## config.mk

```make
export PLATFORM = sky130hd
export DESIGN_NAME = midi_stream_to_usb_packetizer
export DESIGN_NICKNAME = d
export VERILOG_FILES = /design/src/rtl/core/msu_pkg.sv /design/src/rtl/core/msu_in_stage.sv /design/src/rtl/core/msu_parser.sv /design/src/rtl/core/msu_out_stage.sv /design/src/rtl/core/midi_stream_to_usb_packetizer.sv
export SDC_FILE = /design/constraint.sdc
export NUM_CORES = 1
export LEC_CHECK = 0
export BUFFER_PORTS_ARGS = -buffer_cell sky130_fd_sc_hd__buf_2
export CORE_MARGIN = 3
export CORE_UTILIZATION = 40
export CTS_BUF_LIST = sky130_fd_sc_hd__clkbuf_8
export CTS_CLUSTER_SIZE = 10
export DETAILED_ROUTE_END_ITERATION = 8
export PLACE_DENSITY = 0.63
export SKIP_CTS_REPAIR_TIMING = 1
export SLEW_MARGIN = 20
export SYNTH_ARGS = -nofsm -noshare
export SYNTH_HDL_FRONTEND = slang
export SYNTH_SLANG_ARGS = --single-unit
```

## constraint.sdc

```tcl
create_clock -name clk -period 8.5 [get_ports clk]
set_input_delay 0.85 -clock clk [delete_from_list [all_inputs] [get_ports clk]]
set_output_delay 0.85 -clock clk [all_outputs]
set_load 0.01 [all_outputs]
```

## src/rtl/core/msu_pkg.sv

```systemverilog
// ----------------------------------------------------------------------------
// msu_pkg
// Types and constants shared by the MIDI byte stream to USB-MIDI packetizer.
// ----------------------------------------------------------------------------
package msu_pkg;

    // MIDI byte values
    localparam logic [7:0] REALTIME_MIN = 8'hF8;
    localparam logic [7:0] SYSEX_END    = 8'hF7;
    localparam logic [7:0] SYSEX_START  = 8'hF0;
    localparam logic [7:0] SYS_COMMON   = 8'hF0;

    // Status nibbles
    localparam logic [3:0] HI_NOTE_OFF   = 4'h8;
    localparam logic [3:0] HI_NOTE_ON    = 4'h9;
    localparam logic [3:0] HI_POLY_PRESS = 4'hA;
    localparam logic [3:0] HI_CTRL       = 4'hB;
    localparam logic [3:0] HI_PROG       = 4'hC;
    localparam logic [3:0] HI_CHAN_PRESS = 4'hD;
    localparam logic [3:0] HI_PITCH      = 4'hE;

    // USB-MIDI code index numbers
    localparam logic [3:0] CIN_SYSEX_CONT = 4'h4;
    localparam logic [3:0] CIN_SYSEX_END1 = 4'h5;
    localparam logic [3:0] CIN_SYSEX_END2 = 4'h6;
    localparam logic [3:0] CIN_SYSEX_END3 = 4'h7;
    localparam logic [3:0] CIN_REALTIME   = 4'hF;

    // Input stage contents
    typedef struct packed {
        logic       vld;
        logic [7:0] data;
    } msu_in_t;

    // One USB-MIDI event packet
    typedef struct packed {
        logic       vld;
        logic [3:0] cin;
        logic [7:0] b0;
        logic [7:0] b1;
        logic [7:0] b2;
    } msu_pkt_t;

endpackage

```

## src/rtl/core/msu_in_stage.sv

```systemverilog
// ----------------------------------------------------------------------------
// msu_in_stage
// Input register for the serial MIDI byte; holds the word until the parser
// consumes it.
// ----------------------------------------------------------------------------
module msu_in_stage (
    input  logic             clk,
    input  logic             rst_n,
    input  logic             midi_valid,
    output logic             midi_stall,
    input  logic [7:0]       midi_byte_in,
    input  logic             step,
    output msu_pkg::msu_in_t cur
);

    logic       vld_reg;
    logic       vld_next;
    logic [7:0] data_reg;
    logic       take;

    // Take a word when the slot is empty or being consumed this cycle
    assign midi_stall = vld_reg && !step;
    assign take       = midi_valid && !midi_stall;

    always_comb
    begin
        vld_next = vld_reg;
        if (take)
        begin
            vld_next = 1'b1;
        end
        else if (step)
        begin
            vld_next = 1'b0;
        end
    end

    // Valid flag
    always_ff @(posedge clk or negedge rst_n)
    begin
        if (!rst_n)
        begin
            vld_reg <= 1'b0;
        end
        else
        begin
            vld_reg <= vld_next;
        end
    end

    // Payload, no reset
    always_ff @(posedge clk)
    begin
        if (take)
        begin
            data_reg <= midi_byte_in;
        end
    end

    assign cur.vld  = vld_reg;
    assign cur.data = data_reg;

endmodule

```

## src/rtl/core/msu_parser.sv

```systemverilog
// ----------------------------------------------------------------------------
// msu_parser
// Parser state (running status, message and SysEx buffers) and the per-byte
// decision logic that updates it and builds at most one packet.
// ----------------------------------------------------------------------------
module msu_parser (
    input  logic              clk,
    input  logic              rst_n,
    input  logic              step,
    input  logic [7:0]        byte_in,
    output msu_pkg::msu_pkt_t pkt
);

    logic [7:0] rs_reg, rs_next;
    logic [7:0] mb_reg [3];
    logic [7:0] mb_next [3];
    logic [1:0] mf_reg, mf_next;
    logic       sx_reg, sx_next;
    logic [7:0] sb_reg [3];
    logic [7:0] sb_next [3];
    logic [1:0] sf_reg, sf_next;

    // Next state and packet for the byte being consumed
    always_comb
    begin
        logic [1:0] sidx;
        logic [1:0] mf_work;
        logic [1:0] need;
        logic [3:0] hi;
        logic       msg_touched;

        rs_next     = rs_reg;
        mb_next     = mb_reg;
        mf_next     = mf_reg;
        sx_next     = sx_reg;
        sb_next     = sb_reg;
        sf_next     = sf_reg;
        pkt         = '0;
        sidx        = (sf_reg == 2'd3) ? 2'd2 : sf_reg;
        mf_work     = mf_reg;
        need        = 2'd0;
        hi          = 4'h0;
        msg_touched = 1'b0;

        if (step)
        begin
            if (byte_in >= msu_pkg::REALTIME_MIN)
            begin
                // Real-time passes straight through
                pkt.vld = 1'b1;
                pkt.cin = msu_pkg::CIN_REALTIME;
                pkt.b0  = byte_in;
            end
            else if (sx_reg && !byte_in[7])
            begin
                // SysEx data, emit on each full triplet
                sb_next[sidx] = byte_in;
                if (sf_reg >= 2'd2)
                begin
                    sf_next = 2'd0;
                    pkt.vld = 1'b1;
                    pkt.cin = msu_pkg::CIN_SYSEX_CONT;
                    pkt.b0  = sb_next[0];
                    pkt.b1  = sb_next[1];
                    pkt.b2  = sb_next[2];
                end
                else
                begin
                    sf_next = sf_reg + 2'd1;
                end
            end
            else if (sx_reg && byte_in == msu_pkg::SYSEX_END)
            begin
                // SysEx close with 0, 1 or 2 pending bytes
                sx_next = 1'b0;
                sf_next = 2'd0;
                pkt.vld = 1'b1;
                if (sf_reg == 2'd1)
                begin
                    pkt.cin = msu_pkg::CIN_SYSEX_END2;
                    pkt.b0  = sb_reg[0];
                    pkt.b1  = msu_pkg::SYSEX_END;
                end
                else if (sf_reg == 2'd2)
                begin
                    pkt.cin = msu_pkg::CIN_SYSEX_END3;
                    pkt.b0  = sb_reg[0];
                    pkt.b1  = sb_reg[1];
                    pkt.b2  = msu_pkg::SYSEX_END;
                end
                else
                begin
                    pkt.cin = msu_pkg::CIN_SYSEX_END1;
                    pkt.b0  = msu_pkg::SYSEX_END;
                end
            end
            else
            begin
                // Any other status byte silently aborts SysEx
                if (sx_reg)
                begin
                    sx_next = 1'b0;
                    sf_next = 2'd0;
                    rs_next = 8'h00;
                end

                if (byte_in[7])
                begin
                    if (byte_in == msu_pkg::SYSEX_START)
                    begin
                        sx_next    = 1'b1;
                        sb_next[0] = msu_pkg::SYSEX_START;
                        sf_next    = 2'd1;
                        rs_next    = 8'h00;
                        mf_next    = 2'd0;
                    end
                    else
                    begin
                        rs_next     = (byte_in >= msu_pkg::SYS_COMMON) ? 8'h00 : byte_in;
                        mb_next[0]  = byte_in;
                        mf_next     = 2'd1;
                        msg_touched = 1'b1;
                    end
                end
                else if (rs_next != 8'h00)
                begin
                    // Data byte with running status
                    if (mf_work == 2'd0)
                    begin
                        mb_next[0] = rs_next;
                        mf_work    = 2'd1;
                    end
                    if (mf_work == 2'd3)
                    begin
                        mb_next[2] = byte_in;
                    end
                    else
                    begin
                        mb_next[mf_work] = byte_in;
                        mf_work          = mf_work + 2'd1;
                    end
                    mf_next     = mf_work;
                    msg_touched = 1'b1;
                end

                // Complete channel message check
                if (msg_touched)
                begin
                    hi = mb_next[0][7:4];
                    case (hi)
                        msu_pkg::HI_NOTE_OFF,
                        msu_pkg::HI_NOTE_ON,
                        msu_pkg::HI_POLY_PRESS,
                        msu_pkg::HI_CTRL,
                        msu_pkg::HI_PITCH:      need = 2'd3;
                        msu_pkg::HI_PROG,
                        msu_pkg::HI_CHAN_PRESS: need = 2'd2;
                        default:                need = 2'd0;
                    endcase
                    if (need != 2'd0 && mf_next >= need)
                    begin
                        mf_next = 2'd0;
                        pkt.vld = 1'b1;
                        pkt.cin = hi;
                        pkt.b0  = mb_next[0];
                        pkt.b1  = mb_next[1];
                        pkt.b2  = (need == 2'd3) ? mb_next[2] : 8'h00;
                    end
                end
            end
        end
    end

    // Parser state registers
    always_ff @(posedge clk or negedge rst_n)
    begin
        if (!rst_n)
        begin
            rs_reg <= 8'h00;
            mb_reg <= '{default: 8'h00};
            mf_reg <= 2'd0;
            sx_reg <= 1'b0;
            sb_reg <= '{default: 8'h00};
            sf_reg <= 2'd0;
        end
        else
        begin
            rs_reg <= rs_next;
            mb_reg <= mb_next;
            mf_reg <= mf_next;
            sx_reg <= sx_next;
            sb_reg <= sb_next;
            sf_reg <= sf_next;
        end
    end

endmodule

```

## src/rtl/core/msu_out_stage.sv

```systemverilog
// ----------------------------------------------------------------------------
// msu_out_stage
// Output register for USB-MIDI packets; holds a packet while the sink stalls.
// ----------------------------------------------------------------------------
module msu_out_stage (
    input  logic              clk,
    input  logic              rst_n,
    input  logic              step,
    input  msu_pkg::msu_pkt_t pkt,
    output logic              free,
    output logic              pkt_valid,
    input  logic              pkt_stall,
    output logic [3:0]        usb_cin,
    output logic [7:0]        event_byte0,
    output logic [7:0]        event_byte1,
    output logic [7:0]        event_byte2
);

    logic       vld_reg;
    logic       vld_next;
    logic [3:0] cin_reg;
    logic [7:0] b0_reg;
    logic [7:0] b1_reg;
    logic [7:0] b2_reg;

    // Slot can be refilled when empty or drained this cycle
    assign free = !vld_reg || !pkt_stall;

    always_comb
    begin
        vld_next = vld_reg;
        if (step)
        begin
            vld_next = pkt.vld;
        end
        else if (!pkt_stall)
        begin
            vld_next = 1'b0;
        end
    end

    always_ff @(posedge clk or negedge rst_n)
    begin
        if (!rst_n)
        begin
            vld_reg <= 1'b0;
        end
        else
        begin
            vld_reg <= vld_next;
        end
    end

    // Payload, no reset
    always_ff @(posedge clk)
    begin
        if (step && pkt.vld)
        begin
            cin_reg <= pkt.cin;
            b0_reg  <= pkt.b0;
            b1_reg  <= pkt.b1;
            b2_reg  <= pkt.b2;
        end
    end

    assign pkt_valid   = vld_reg;
    assign usb_cin     = cin_reg;
    assign event_byte0 = b0_reg;
    assign event_byte1 = b1_reg;
    assign event_byte2 = b2_reg;

endmodule

```

## src/rtl/core/midi_stream_to_usb_packetizer.sv

```systemverilog
// ----------------------------------------------------------------------------
// midi_stream_to_usb_packetizer
// Serial MIDI bytes in, USB-MIDI event packets (cable 0) out.
// ----------------------------------------------------------------------------
// A byte that completes a packet is held in the input register, then its packet in
// the output register. Throughput: 1 byte per cycle while pkt_stall is low; the
// parser decides each byte combinationally between the two registers.
// Reset: rst_n clears both stage valids and all parser state (no running
// status, not in SysEx, empty buffers).
module midi_stream_to_usb_packetizer (
    input  logic       clk,
    input  logic       rst_n,
    input  logic       midi_valid,
    output logic       midi_stall,
    input  logic [7:0] midi_byte_in,
    output logic       pkt_valid,
    input  logic       pkt_stall,
    output logic [3:0] usb_cin,
    output logic [7:0] event_byte0,
    output logic [7:0] event_byte1,
    output logic [7:0] event_byte2
);

    msu_pkg::msu_in_t  cur;
    msu_pkg::msu_pkt_t pkt;
    logic              free;
    logic              step;

    // Consume the held byte when the output slot can take its packet
    assign step = cur.vld && free;

    msu_in_stage u_in (
        .clk          (clk),
        .rst_n        (rst_n),
        .midi_valid   (midi_valid),
        .midi_stall   (midi_stall),
        .midi_byte_in (midi_byte_in),
        .step         (step),
        .cur          (cur)
    );

    msu_parser u_parser (
        .clk     (clk),
        .rst_n   (rst_n),
        .step    (step),
        .byte_in (cur.data),
        .pkt     (pkt)
    );

    msu_out_stage u_out (
        .clk         (clk),
        .rst_n       (rst_n),
        .step        (step),
        .pkt         (pkt),
        .free        (free),
        .pkt_valid   (pkt_valid),
        .pkt_stall   (pkt_stall),
        .usb_cin     (usb_cin),
        .event_byte0 (event_byte0),
        .event_byte1 (event_byte1),
        .event_byte2 (event_byte2)
    );

endmodule

```

==> results of run 1 <==
cells by family (layout without fill, tap and decap cells):
logic type	Yosys count	after routing	synth area share
muxes	23	23	0.0469
and+or+nand+nor	159	159	0.159
buffers and inverters	47	76	0.0378
adders and majority gates	6	6	0.0144
AOI/OAI and AO/OA	179	179	0.230
DFF	99	99	0.511
worst max-delay path, cell delays in order (launching register included):
cell and delay (ns):
edfxtp_1 0.59, or4_1 0.73, o311ai_4 0.31, o221a_2 0.28, o211ai_2 0.12, and2_1 0.21, ha_1 0.26, nand2b_1 0.09
a21oi_1 0.11, nor4_4 0.48, a21oi_2 0.15, nor2_2 0.11, buf_4 0.34
metal layers:
metal	up-vias	part of all wire
met5	-	0
met4	0	0.023
met1	2056	0.44
li1	1932	-
met2	197	0.46
met3	21	0.076
cells in the mapped netlist, drive strengths merged, types with 2 or more instances:
| master | number | area (sq um) |
|---|---|---|
| nand2 | 68 | 258 |
| o21ai | 68 | 340 |
| dfrtp | 63 | 1580 |
| a21oi | 45 | 233 |
| edfxtp | 36 | 1080 |
| nor2 | 35 | 131 |
| clkbuf | 23 | 86.3 |
| buf | 12 | 65.1 |
| inv | 12 | 45.0 |
| mux2i | 12 | 120 |
| mux2 | 11 | 124 |
| nor3 | 11 | 76.3 |
| o221ai | 11 | 103 |
| o22ai | 11 | 113 |
| a31oi | 9 | 56.3 |
| and2 | 8 | 50.1 |
| o31ai | 8 | 65.1 |
| nand3 | 7 | 35.0 |
| ha | 6 | 75.1 |
| nor2b | 6 | 37.5 |
| nand2b | 4 | 25.0 |
| nand4 | 4 | 46.3 |
| a21boi | 3 | 22.5 |
| nor4 | 3 | 63.8 |
| o32ai | 3 | 41.3 |
| a211oi | 2 | 15.0 |
| a21bo | 2 | 20.0 |
| a221o | 2 | 20.0 |
| nand3b | 2 | 15.0 |
| o211ai | 2 | 25.0 |
| o21bai | 2 | 15.0 |
| or2 | 2 | 12.5 |
| or3 | 2 | 12.5 |
final cells by class:
| type | instances | area (sq um) | area share |
|---|---|---|---|
| clock buffers | 9 | 124 | 0.0216 |
| clock inverters | 7 | 83.8 | 0.0146 |
| inverters | 12 | 45.0 | 0.00786 |
| multi-input cells | 367 | 2350 | 0.410 |
| flip-flops and latches | 99 | 2660 | 0.463 |
| well taps | 172 | 215 | 0.0375 |
| repair buffers | 48 | 258 | 0.0449 |
metrics by stage:
step	power [uW]	utilization
after floorplan	1200	-
after global placement	1400	0.436
after detailed placement	1410	0.436
after CTS	1740	0.452
after global routing	1840	0.453
final	1740	0.453
power breakdown:
part / leakage [uW] / internal [uW] / switching [uW]
clock network: 0.000108 / 142 / 188
registers: 0.00116 / 659 / 105
logic: 0.00102 / 231 / 410
path summary, 6_finish.rpt:
path,startpoint,to,cells after the start
worst min register to register,u_parser.mb_reg[10],u_parser.mb_reg[10],2
worst min-delay path,u_parser.mb_reg[10],u_parser.mb_reg[10],2
worst max-delay path,u_in.data_reg[1],u_out.event_byte2[0],12
min in group asynchronous,rst_n,u_parser.rs_reg[7],2
max in group asynchronous,rst_n,u_parser.mb_reg[4],2
worst max register to register,u_in.data_reg[1],u_out.event_byte2[0],12
==> flow_metrics.env, run 1 <==
export IMPL_synth_ff_latch_count=99
export IMPL_status="finished, final reports clean"
export IMPL_synth_warnings=0
export IMPL_crit_arrival_ns=4.19
export IMPL_p_leak_uw=0.00229
export IMPL_clkTransAtPathRegs_ns=0.11
export IMPL_finalHoldViolCount=0
export IMPL_power_density_nw_per_um2=303
export IMPL_die_area_sq_um=14400
export IMPL_ys_async_sr_fraction=0.636
export IMPL_hpwl_um=9620
export IMPL_ant_nets=0
export IMPL_drt_iter0_drc=436
export IMPL_path_max_fanout=28
export IMPL_whs_ns=0.492
export IMPL_drc=0
export IMPL_r2r_slack_ns=4.38
export IMPL_synth_edf_count=36
export IMPL_syn_area_per_cell_sq_um=10.1
export IMPL_vias=4206
export IMPL_design_area_sq_um=5730
export IMPL_fp_dieW_um=120
export IMPL_clock_fmax_mhz=243
export IMPL_start_kind="flop"
export IMPL_ioPinCount=42
export IMPL_preCtsSetupSlack_ns=4.43
export IMPL_seq_area_frac_synth=0.511
export IMPL_worst_pin_slew_ns=0.992
export IMPL_synth_cell_types=67
export IMPL_grt_start_max_net_pins=64
export IMPL_ys_flop_type="dfrtp_1"
export IMPL_fillers=1214
export IMPL_clockBufferDepth=2
export IMPL_grt_busiest_layer="met2"
export IMPL_met3_usage=0.0339
export IMPL_area_growth_pct=10.3
export IMPL_required_ns=8.57
export IMPL_core_area_sq_um=12700
export IMPL_use_met1=0.294
export IMPL_syn_num_nets=531
export IMPL_netlist_area_sq_um=5200
export IMPL_clockRootBuffer="clkbuf_8"
export IMPL_fin_cells=714
export IMPL_numCtsBuffers=9
export IMPL_cap_violations=0
export IMPL_fin_crit_sh=0.485
export IMPL_path_class="flop to flop"
export IMPL_drive_above_1_share=0.203
export IMPL_place_congestion=0.882
export IMPL_grt_met2_usage=0.299
export IMPL_critPathCaptureType="flop"
export IMPL_grt_pass1_vias=3925
export IMPL_die_h_um=120
export IMPL_drt_pass1_iter_count=5
export IMPL_viasPerCell=5.89
export IMPL_place_inst=698
export IMPL_syn_inst=513
export IMPL_slew_headroom=0.333
export IMPL_diodes=0
export IMPL_antenna_found_initial=0
export IMPL_clk_insertion_delay_late_ns=0.41
export IMPL_final_min_clock_period_ns=4.12
export IMPL_initial_utilization=0.410
export IMPL_grt_pass1_wl_um=22500
export IMPL_portBuffers=41
export IMPL_grt_overflow_total=0
export IMPL_wire_per_inst_um=19.5
export IMPL_setup_viol=0
export IMPL_nets=555
export IMPL_tns_ns=0
export IMPL_finalMaxSlewViolations=0
export IMPL_layout_setup_ws_ns=4.38
export IMPL_cts_sinks=99
export IMPL_rows=41
export IMPL_htreeDepth=3
export IMPL_mostFrequentLayoutCell="nand2_1"
export IMPL_ir_drop_v=0.000102
export IMPL_holdCritPathClass="flop to flop"
export IMPL_placed_cell_area_sq_um=5520
export IMPL_wl_um=13900
export IMPL_tritoncts="yes"
export IMPL_grt_setup_unrepaired="no"
export IMPL_final_cell_mix="67 x nand2_1, 63 x dfrtp_1, 58 x o21ai_0"
export IMPL_skew_ns=0.0149
export IMPL_grt_use_total=0.202
(Power assumes the default switching activity.)
==> inputs of run 2 (changes only) <==
--- a/config.mk
+++ b/config.mk
@@ -11,7 +11,7 @@
 export CTS_BUF_LIST = sky130_fd_sc_hd__clkbuf_8
 export CTS_CLUSTER_SIZE = 10
 export DETAILED_ROUTE_END_ITERATION = 8
-export PLACE_DENSITY = 0.63
+export PLACE_DENSITY = 0.65
 export SKIP_CTS_REPAIR_TIMING = 1
 export SLEW_MARGIN = 20
 export SYNTH_ARGS = -nofsm -noshare
==> constraint.sdc (replaced) <==
create_clock -name clk -period 3.7 [get_ports clk]
set_input_delay 0.37 -clock clk [delete_from_list [all_inputs] [get_ports clk]]
set_output_delay 0.37 -clock clk [all_outputs]
set_load 0.01 [all_outputs]
==> flow_metrics.env, run 2 (synthesis results as in run 1) <==
export IMPL_critical_path_top_delay_family="simple AND/OR/NAND/NOR gates"
export IMPL_cts_sinks=99
export IMPL_worst_pin_slew_ns=0.746
export IMPL_finalMaxSlewViolations=0
export IMPL_fillers=1209
export IMPL_wl_um=13400
export IMPL_r2r_end="u_out.event_byte1[1]"
export IMPL_clockBufferDepth=2
export IMPL_crit_path_end="u_out.event_byte1[1]"
export IMPL_area_growth_pct=12.3
export IMPL_clkTransAtPathRegs_ns=0.09
export IMPL_finalHoldViolCount=0
export IMPL_portBuffers=41
export IMPL_cp_depth=12
export IMPL_ir_drop_v=0.000333
export IMPL_grt_start_max_net_pins=51
export IMPL_die_area_sq_um=14400
export IMPL_initial_utilization=0.410
export IMPL_drt_iter0_drc=542
export IMPL_start_kind="flop"
export IMPL_ff2ff_path_depth=12
export IMPL_holdCritPathClass="input port to asynchronous set/reset pin"
export IMPL_startpoint="u_in.data_reg[0]"
export IMPL_power_density_nw_per_um2=673
export IMPL_final_min_clock_period_ns=3.35
export IMPL_die_h_um=120
export IMPL_status="finished, final reports clean"
export IMPL_grt_pass1_vias=4025
export IMPL_r2r_slack_ns=0.35
export IMPL_ioPinCount=42
export IMPL_htreeDepth=3
export IMPL_path_buf_inv=0
export IMPL_drt_pass1_iter_count=5
export IMPL_drive_above_1_share=0.221
export IMPL_clockRootBuffer="clkbuf_8"
export IMPL_wire_per_inst_um=18.4
export IMPL_nets=569
export IMPL_fp_dieW_um=120
export IMPL_cp_slowest_cell="or4_4"
export IMPL_antenna_found_initial=0
export IMPL_vias=4234
export IMPL_rows=41
export IMPL_diodes=0
export IMPL_grt_pass1_wl_um=21800
export IMPL_slew_headroom=0.499
export IMPL_grt_setup_unrepaired="no"
export IMPL_grt_overflow_total=0
export IMPL_clk_insertion_delay_late_ns=0.39
export IMPL_core_area_sq_um=12700
export IMPL_final_cell_mix="67 x nand2_1, 63 x dfrtp_1, 58 x o21ai_0"
export IMPL_drc=0
export IMPL_regArea_sq_um=2660
export IMPL_hpwl_um=9360
export IMPL_path_class="flop to flop"
export IMPL_whs_ns=0.0128
export IMPL_fin_crit_sh=0.905
export IMPL_setup_viol=0
export IMPL_path_max_fanout=7
export IMPL_cap_violations=0
export IMPL_multiInputGateArea_sq_um=2370
export IMPL_crit_arrival_ns=3.48
export IMPL_fin_util=0.461
export IMPL_viasPerCell=5.82
export IMPL_clock_fmax_mhz=299
export IMPL_critPathCaptureType="flop"
export IMPL_path_cells="or4_4 -> o311ai_4 -> o221a_2 -> o211ai_2 -> and2_1 -> ha_1 -> nand2b_1 -> a21oi_2 -> nor2_1 -> nor4b_4 -> nand2_1 -> o21ai_1"
export IMPL_cpPeakStageDelay_ns=0.61
export IMPL_skew_ns=0.0121
export IMPL_p_leak_uw=0.00236
export IMPL_tritoncts="yes"
export IMPL_grt_use_total=0.194
export IMPL_r2r_start="u_in.data_reg[0]"
export IMPL_place_congestion=0.934
export IMPL_tns_ns=0
export IMPL_numCtsBuffers=9
export IMPL_required_ns=3.83
export IMPL_mostFrequentLayoutCell="nand2_1"
export IMPL_ant_nets=0
[run 2: cell count changes in the layout (fill, tap and decap cells not counted), moves of 2 or more]
cell	delta
inv_1	+3
clkbuf_8	+2
inv_8	-2
inv_6	-2
buf_4	+14
[run 2: per-layer routing]
metal	GRT usage	up-vias	routed length (um)
li1	-	1966	-
met1	0.269	2043	5780
met2	0.299	189	6240
met3	0.0330	36	962
met4	0.0866	0	445
met5	0	-	0
[run 2: final cells by class]
class,count,share of cell area
sequential,99,0.455
multi-input combinational,367,0.406
timing repair buffer,62,0.0647
tap,172,0.0368
clock buffer,11,0.0259
inverter,12,0.00771
clock inverter,5,0.00364
[run 2: worst min-delay path by stage]
stage                                   start             endpoint  slack (ns)  cells after the start
after floorplan                         rst_n         u_in.vld_reg        0.07                      0
after detailed placement                rst_n  u_parser.mb_reg[12]        0.45                      1
final                                   rst_n   u_parser.sb_reg[8]        0.01                      1
after CTS                               rst_n  u_parser.sb_reg[12]        0.02                      1
after global placement    u_parser.sb_reg[11]  u_parser.sb_reg[11]        0.46                      2
after global routing                    rst_n  u_parser.sb_reg[13]        0.06                      1
[run 2: power by group]
| group | total (uW) | switching, uW | internal (uW) |
|---|---|---|---|
| clock network | 639 | 367 | 272 |
| logic | 1570 | 966 | 600 |
| registers | 1730 | 212 | 1510 |
| total | 3930 | 1540 | 2390 |
[run 2: worst reg2reg max path, cell delays in order (launching register included)]
cell      delay (ns)
edfxtp_1        0.39
or4_4           0.61
o311ai_4        0.26
o221a_2         0.26
o211ai_2        0.12
and2_1          0.21
ha_1            0.26
nand2b_1        0.15
a21oi_2         0.20
nor2_1          0.08
nor4b_4         0.18
nand2_1         0.26
o21ai_1         0.12
[run 2: per-stage QoR]
stage / area, sq um / worst slack [ns] / total power, uW / cells
floorplan: 5230 / -0.0533 / 2770 / 513
finish: 5840 / 0.351 / 3930 / 728
global route: 5840 / 0.0805 / 4180 / 728
global placement: 5650 / 0.341 / 3250 / 712
CTS: 5830 / 0.255 / 3930 / 728
detailed placement: 5660 / 0.290 / 3300 / 712
==> inputs of run 3 (changes only) <==
--- a/config.mk
+++ b/config.mk
@@ -11,9 +11,11 @@
 export CTS_BUF_LIST = sky130_fd_sc_hd__clkbuf_8
 export CTS_CLUSTER_SIZE = 10
 export DETAILED_ROUTE_END_ITERATION = 8
-export PLACE_DENSITY = 0.65
+export MAX_ROUTING_LAYER = met4
+export PLACE_DENSITY = 0.63
 export SKIP_CTS_REPAIR_TIMING = 1
 export SLEW_MARGIN = 20
 export SYNTH_ARGS = -nofsm -noshare
 export SYNTH_HDL_FRONTEND = slang
 export SYNTH_SLANG_ARGS = --single-unit
+export TNS_END_PERCENT = 20
==> constraint.sdc (replaced) <==
create_clock -name clk -period 4 [get_ports clk]
set_input_delay 0.4 -clock clk [delete_from_list [all_inputs] [get_ports clk]]
set_output_delay 0.4 -clock clk [all_outputs]
set_load 0.01 [all_outputs]
==> flow_metrics.env, run 3 (synthesis results as in run 1) <==
export IMPL_critPathCaptureType="flop"
export IMPL_crit_arrival_ns=3.88
export IMPL_path_max_fanout=7
export IMPL_grt_setup_unrepaired="no"
export IMPL_grt_overflow_total=0
export IMPL_drive_above_1_share=0.220
export IMPL_clockBufferDepth=2
export IMPL_grt_pass1_vias=3837
export IMPL_cp_slowest_cell="or4_1"
export IMPL_fp_dieW_um=120
export IMPL_cap_violations=0
export IMPL_ant_nets=0
export IMPL_power_density_nw_per_um2=627
export IMPL_area_growth_pct=12.5
export IMPL_preCtsSetupSlack_ns=0.380
export IMPL_hpwl_um=9680
export IMPL_final_min_clock_period_ns=3.66
export IMPL_clkTransAtPathRegs_ns=0.10
export IMPL_rows=41
export IMPL_ir_drop_v=0.000301
export IMPL_grt_start_max_net_pins=39
export IMPL_skew_ns=0.0187
export IMPL_required_ns=4.22
export IMPL_finalHoldViolCount=0
export IMPL_diodes=0
export IMPL_grt_pass1_wl_um=21900
export IMPL_drt_iter0_drc=423
export IMPL_die_area_sq_um=14400
export IMPL_portBuffers=41
export IMPL_status="finished, final reports clean"
export IMPL_path_class="flop to flop"
export IMPL_viasPerCell=5.67
export IMPL_antenna_found_initial=0
export IMPL_multiInputGateArea_sq_um=2360
export IMPL_initial_utilization=0.410
export IMPL_nets=571
export IMPL_cts_sinks=99
export IMPL_tritoncts="yes"
export IMPL_fin_crit_sh=0.914
export IMPL_p_leak_uw=0.00236
export IMPL_final_cell_mix="67 x nand2_1, 63 x dfrtp_1, 58 x o21ai_0"
export IMPL_die_h_um=120
export IMPL_wl_um=13800
export IMPL_numCtsBuffers=9
export IMPL_regArea_sq_um=2660
export IMPL_placed_cell_area_sq_um=5660
export IMPL_worst_pin_slew_ns=0.927
export IMPL_place_inst=714
export IMPL_wire_per_inst_um=18.9
export IMPL_finalMaxSlewViolations=0
export IMPL_layout_setup_ws_ns=0.343
export IMPL_path_cells="or4_1 -> o311ai_4 -> o221a_2 -> o211ai_2 -> and2_1 -> ha_1 -> nand2b_1 -> a21oi_1 -> nor2_1 -> nor4b_2 -> nand2_1 -> o21ai_1"
export IMPL_clk_insertion_delay_late_ns=0.38
export IMPL_holdCritPathClass="input port to asynchronous set/reset pin"
export IMPL_slew_headroom=0.382
export IMPL_htreeDepth=3
export IMPL_drc=0
export IMPL_tns_ns=0
export IMPL_mostFrequentLayoutCell="nand2_1"
export IMPL_clockRootBuffer="clkbuf_8"
export IMPL_place_congestion=0.928
export IMPL_ff2ff_path_depth=12
export IMPL_vias=4136
export IMPL_grt_use_total=0.201
export IMPL_clock_fmax_mhz=273
export IMPL_ioPinCount=42
export IMPL_fillers=1225
export IMPL_design_area_sq_um=5850
export IMPL_core_area_sq_um=12700
export IMPL_setup_viol=0
export IMPL_fin_cells=730
export IMPL_start_kind="flop"
export IMPL_cpPeakStageDelay_ns=0.70
export IMPL_drt_pass1_iter_count=4
==> run 3: critical path, delay by kind of cell (launching register included) <==
| kind | cells | cell delay (ns) |
|---|---|---|
| DFF | 1 | 0.39 |
| adders and majority gates | 1 | 0.26 |
| and+or+nand+nor | 6 | 1.85 |
| AOI/OAI and AO/OA | 5 | 1.01 |
==> run 3: worst paths after layout <==
path	slack, ns	start	end
max	0.34	u_in.data_reg[0]	u_out.event_byte1[1]
min	0.15	rst_n	u_parser.mb_reg[19]
max reg2reg	0.34	u_in.data_reg[0]	u_out.event_byte1[1]
min reg2reg	0.49	u_parser.mb_reg[15]	u_parser.mb_reg[15]
max in group asynchronous	2.94	rst_n	u_parser.sb_reg[12]
min in group clk	0.20	midi_byte_in[0]	u_in.data_reg[0]
==> run 3: cell type report <==
cell class,count,area share
Inverter,12,0.00770
Clock buffer,9,0.0212
Sequential cell,99,0.454
Timing Repair Buffer,64,0.0668
Multi-Input combinational cell,367,0.403
Tap cell,172,0.0368
Clock inverter,7,0.0103
==> run 3: report_power, final <==
group          switching [uW]  internal [uW]
Combinational             893            544
Clock                     350            282
Sequential                199           1400
Total                    1440           2230
==> run 3: routing by layer <==
| layer | global-route usage | up-vias | wire (um) |
|---|---|---|---|
| li1 | - | 1970 | - |
| met1 | 0.282 | 2010 | 6410 |
| met2 | 0.301 | 139 | 6370 |
| met3 | 0.0419 | 17 | 778 |
| met4 | 0.0508 | 0 | 222 |
| met5 | - | - | 0 |
==> run 3: stage by stage <==
step	hold WS (ns)	util	power, uW
global route	0.160	0.462	3900
CTS	0.168	0.461	3690
global placement	0.462	0.447	3030
floorplan	0.104	-	2550
detailed placement	0.471	0.447	3050
finish	0.145	0.462	3670
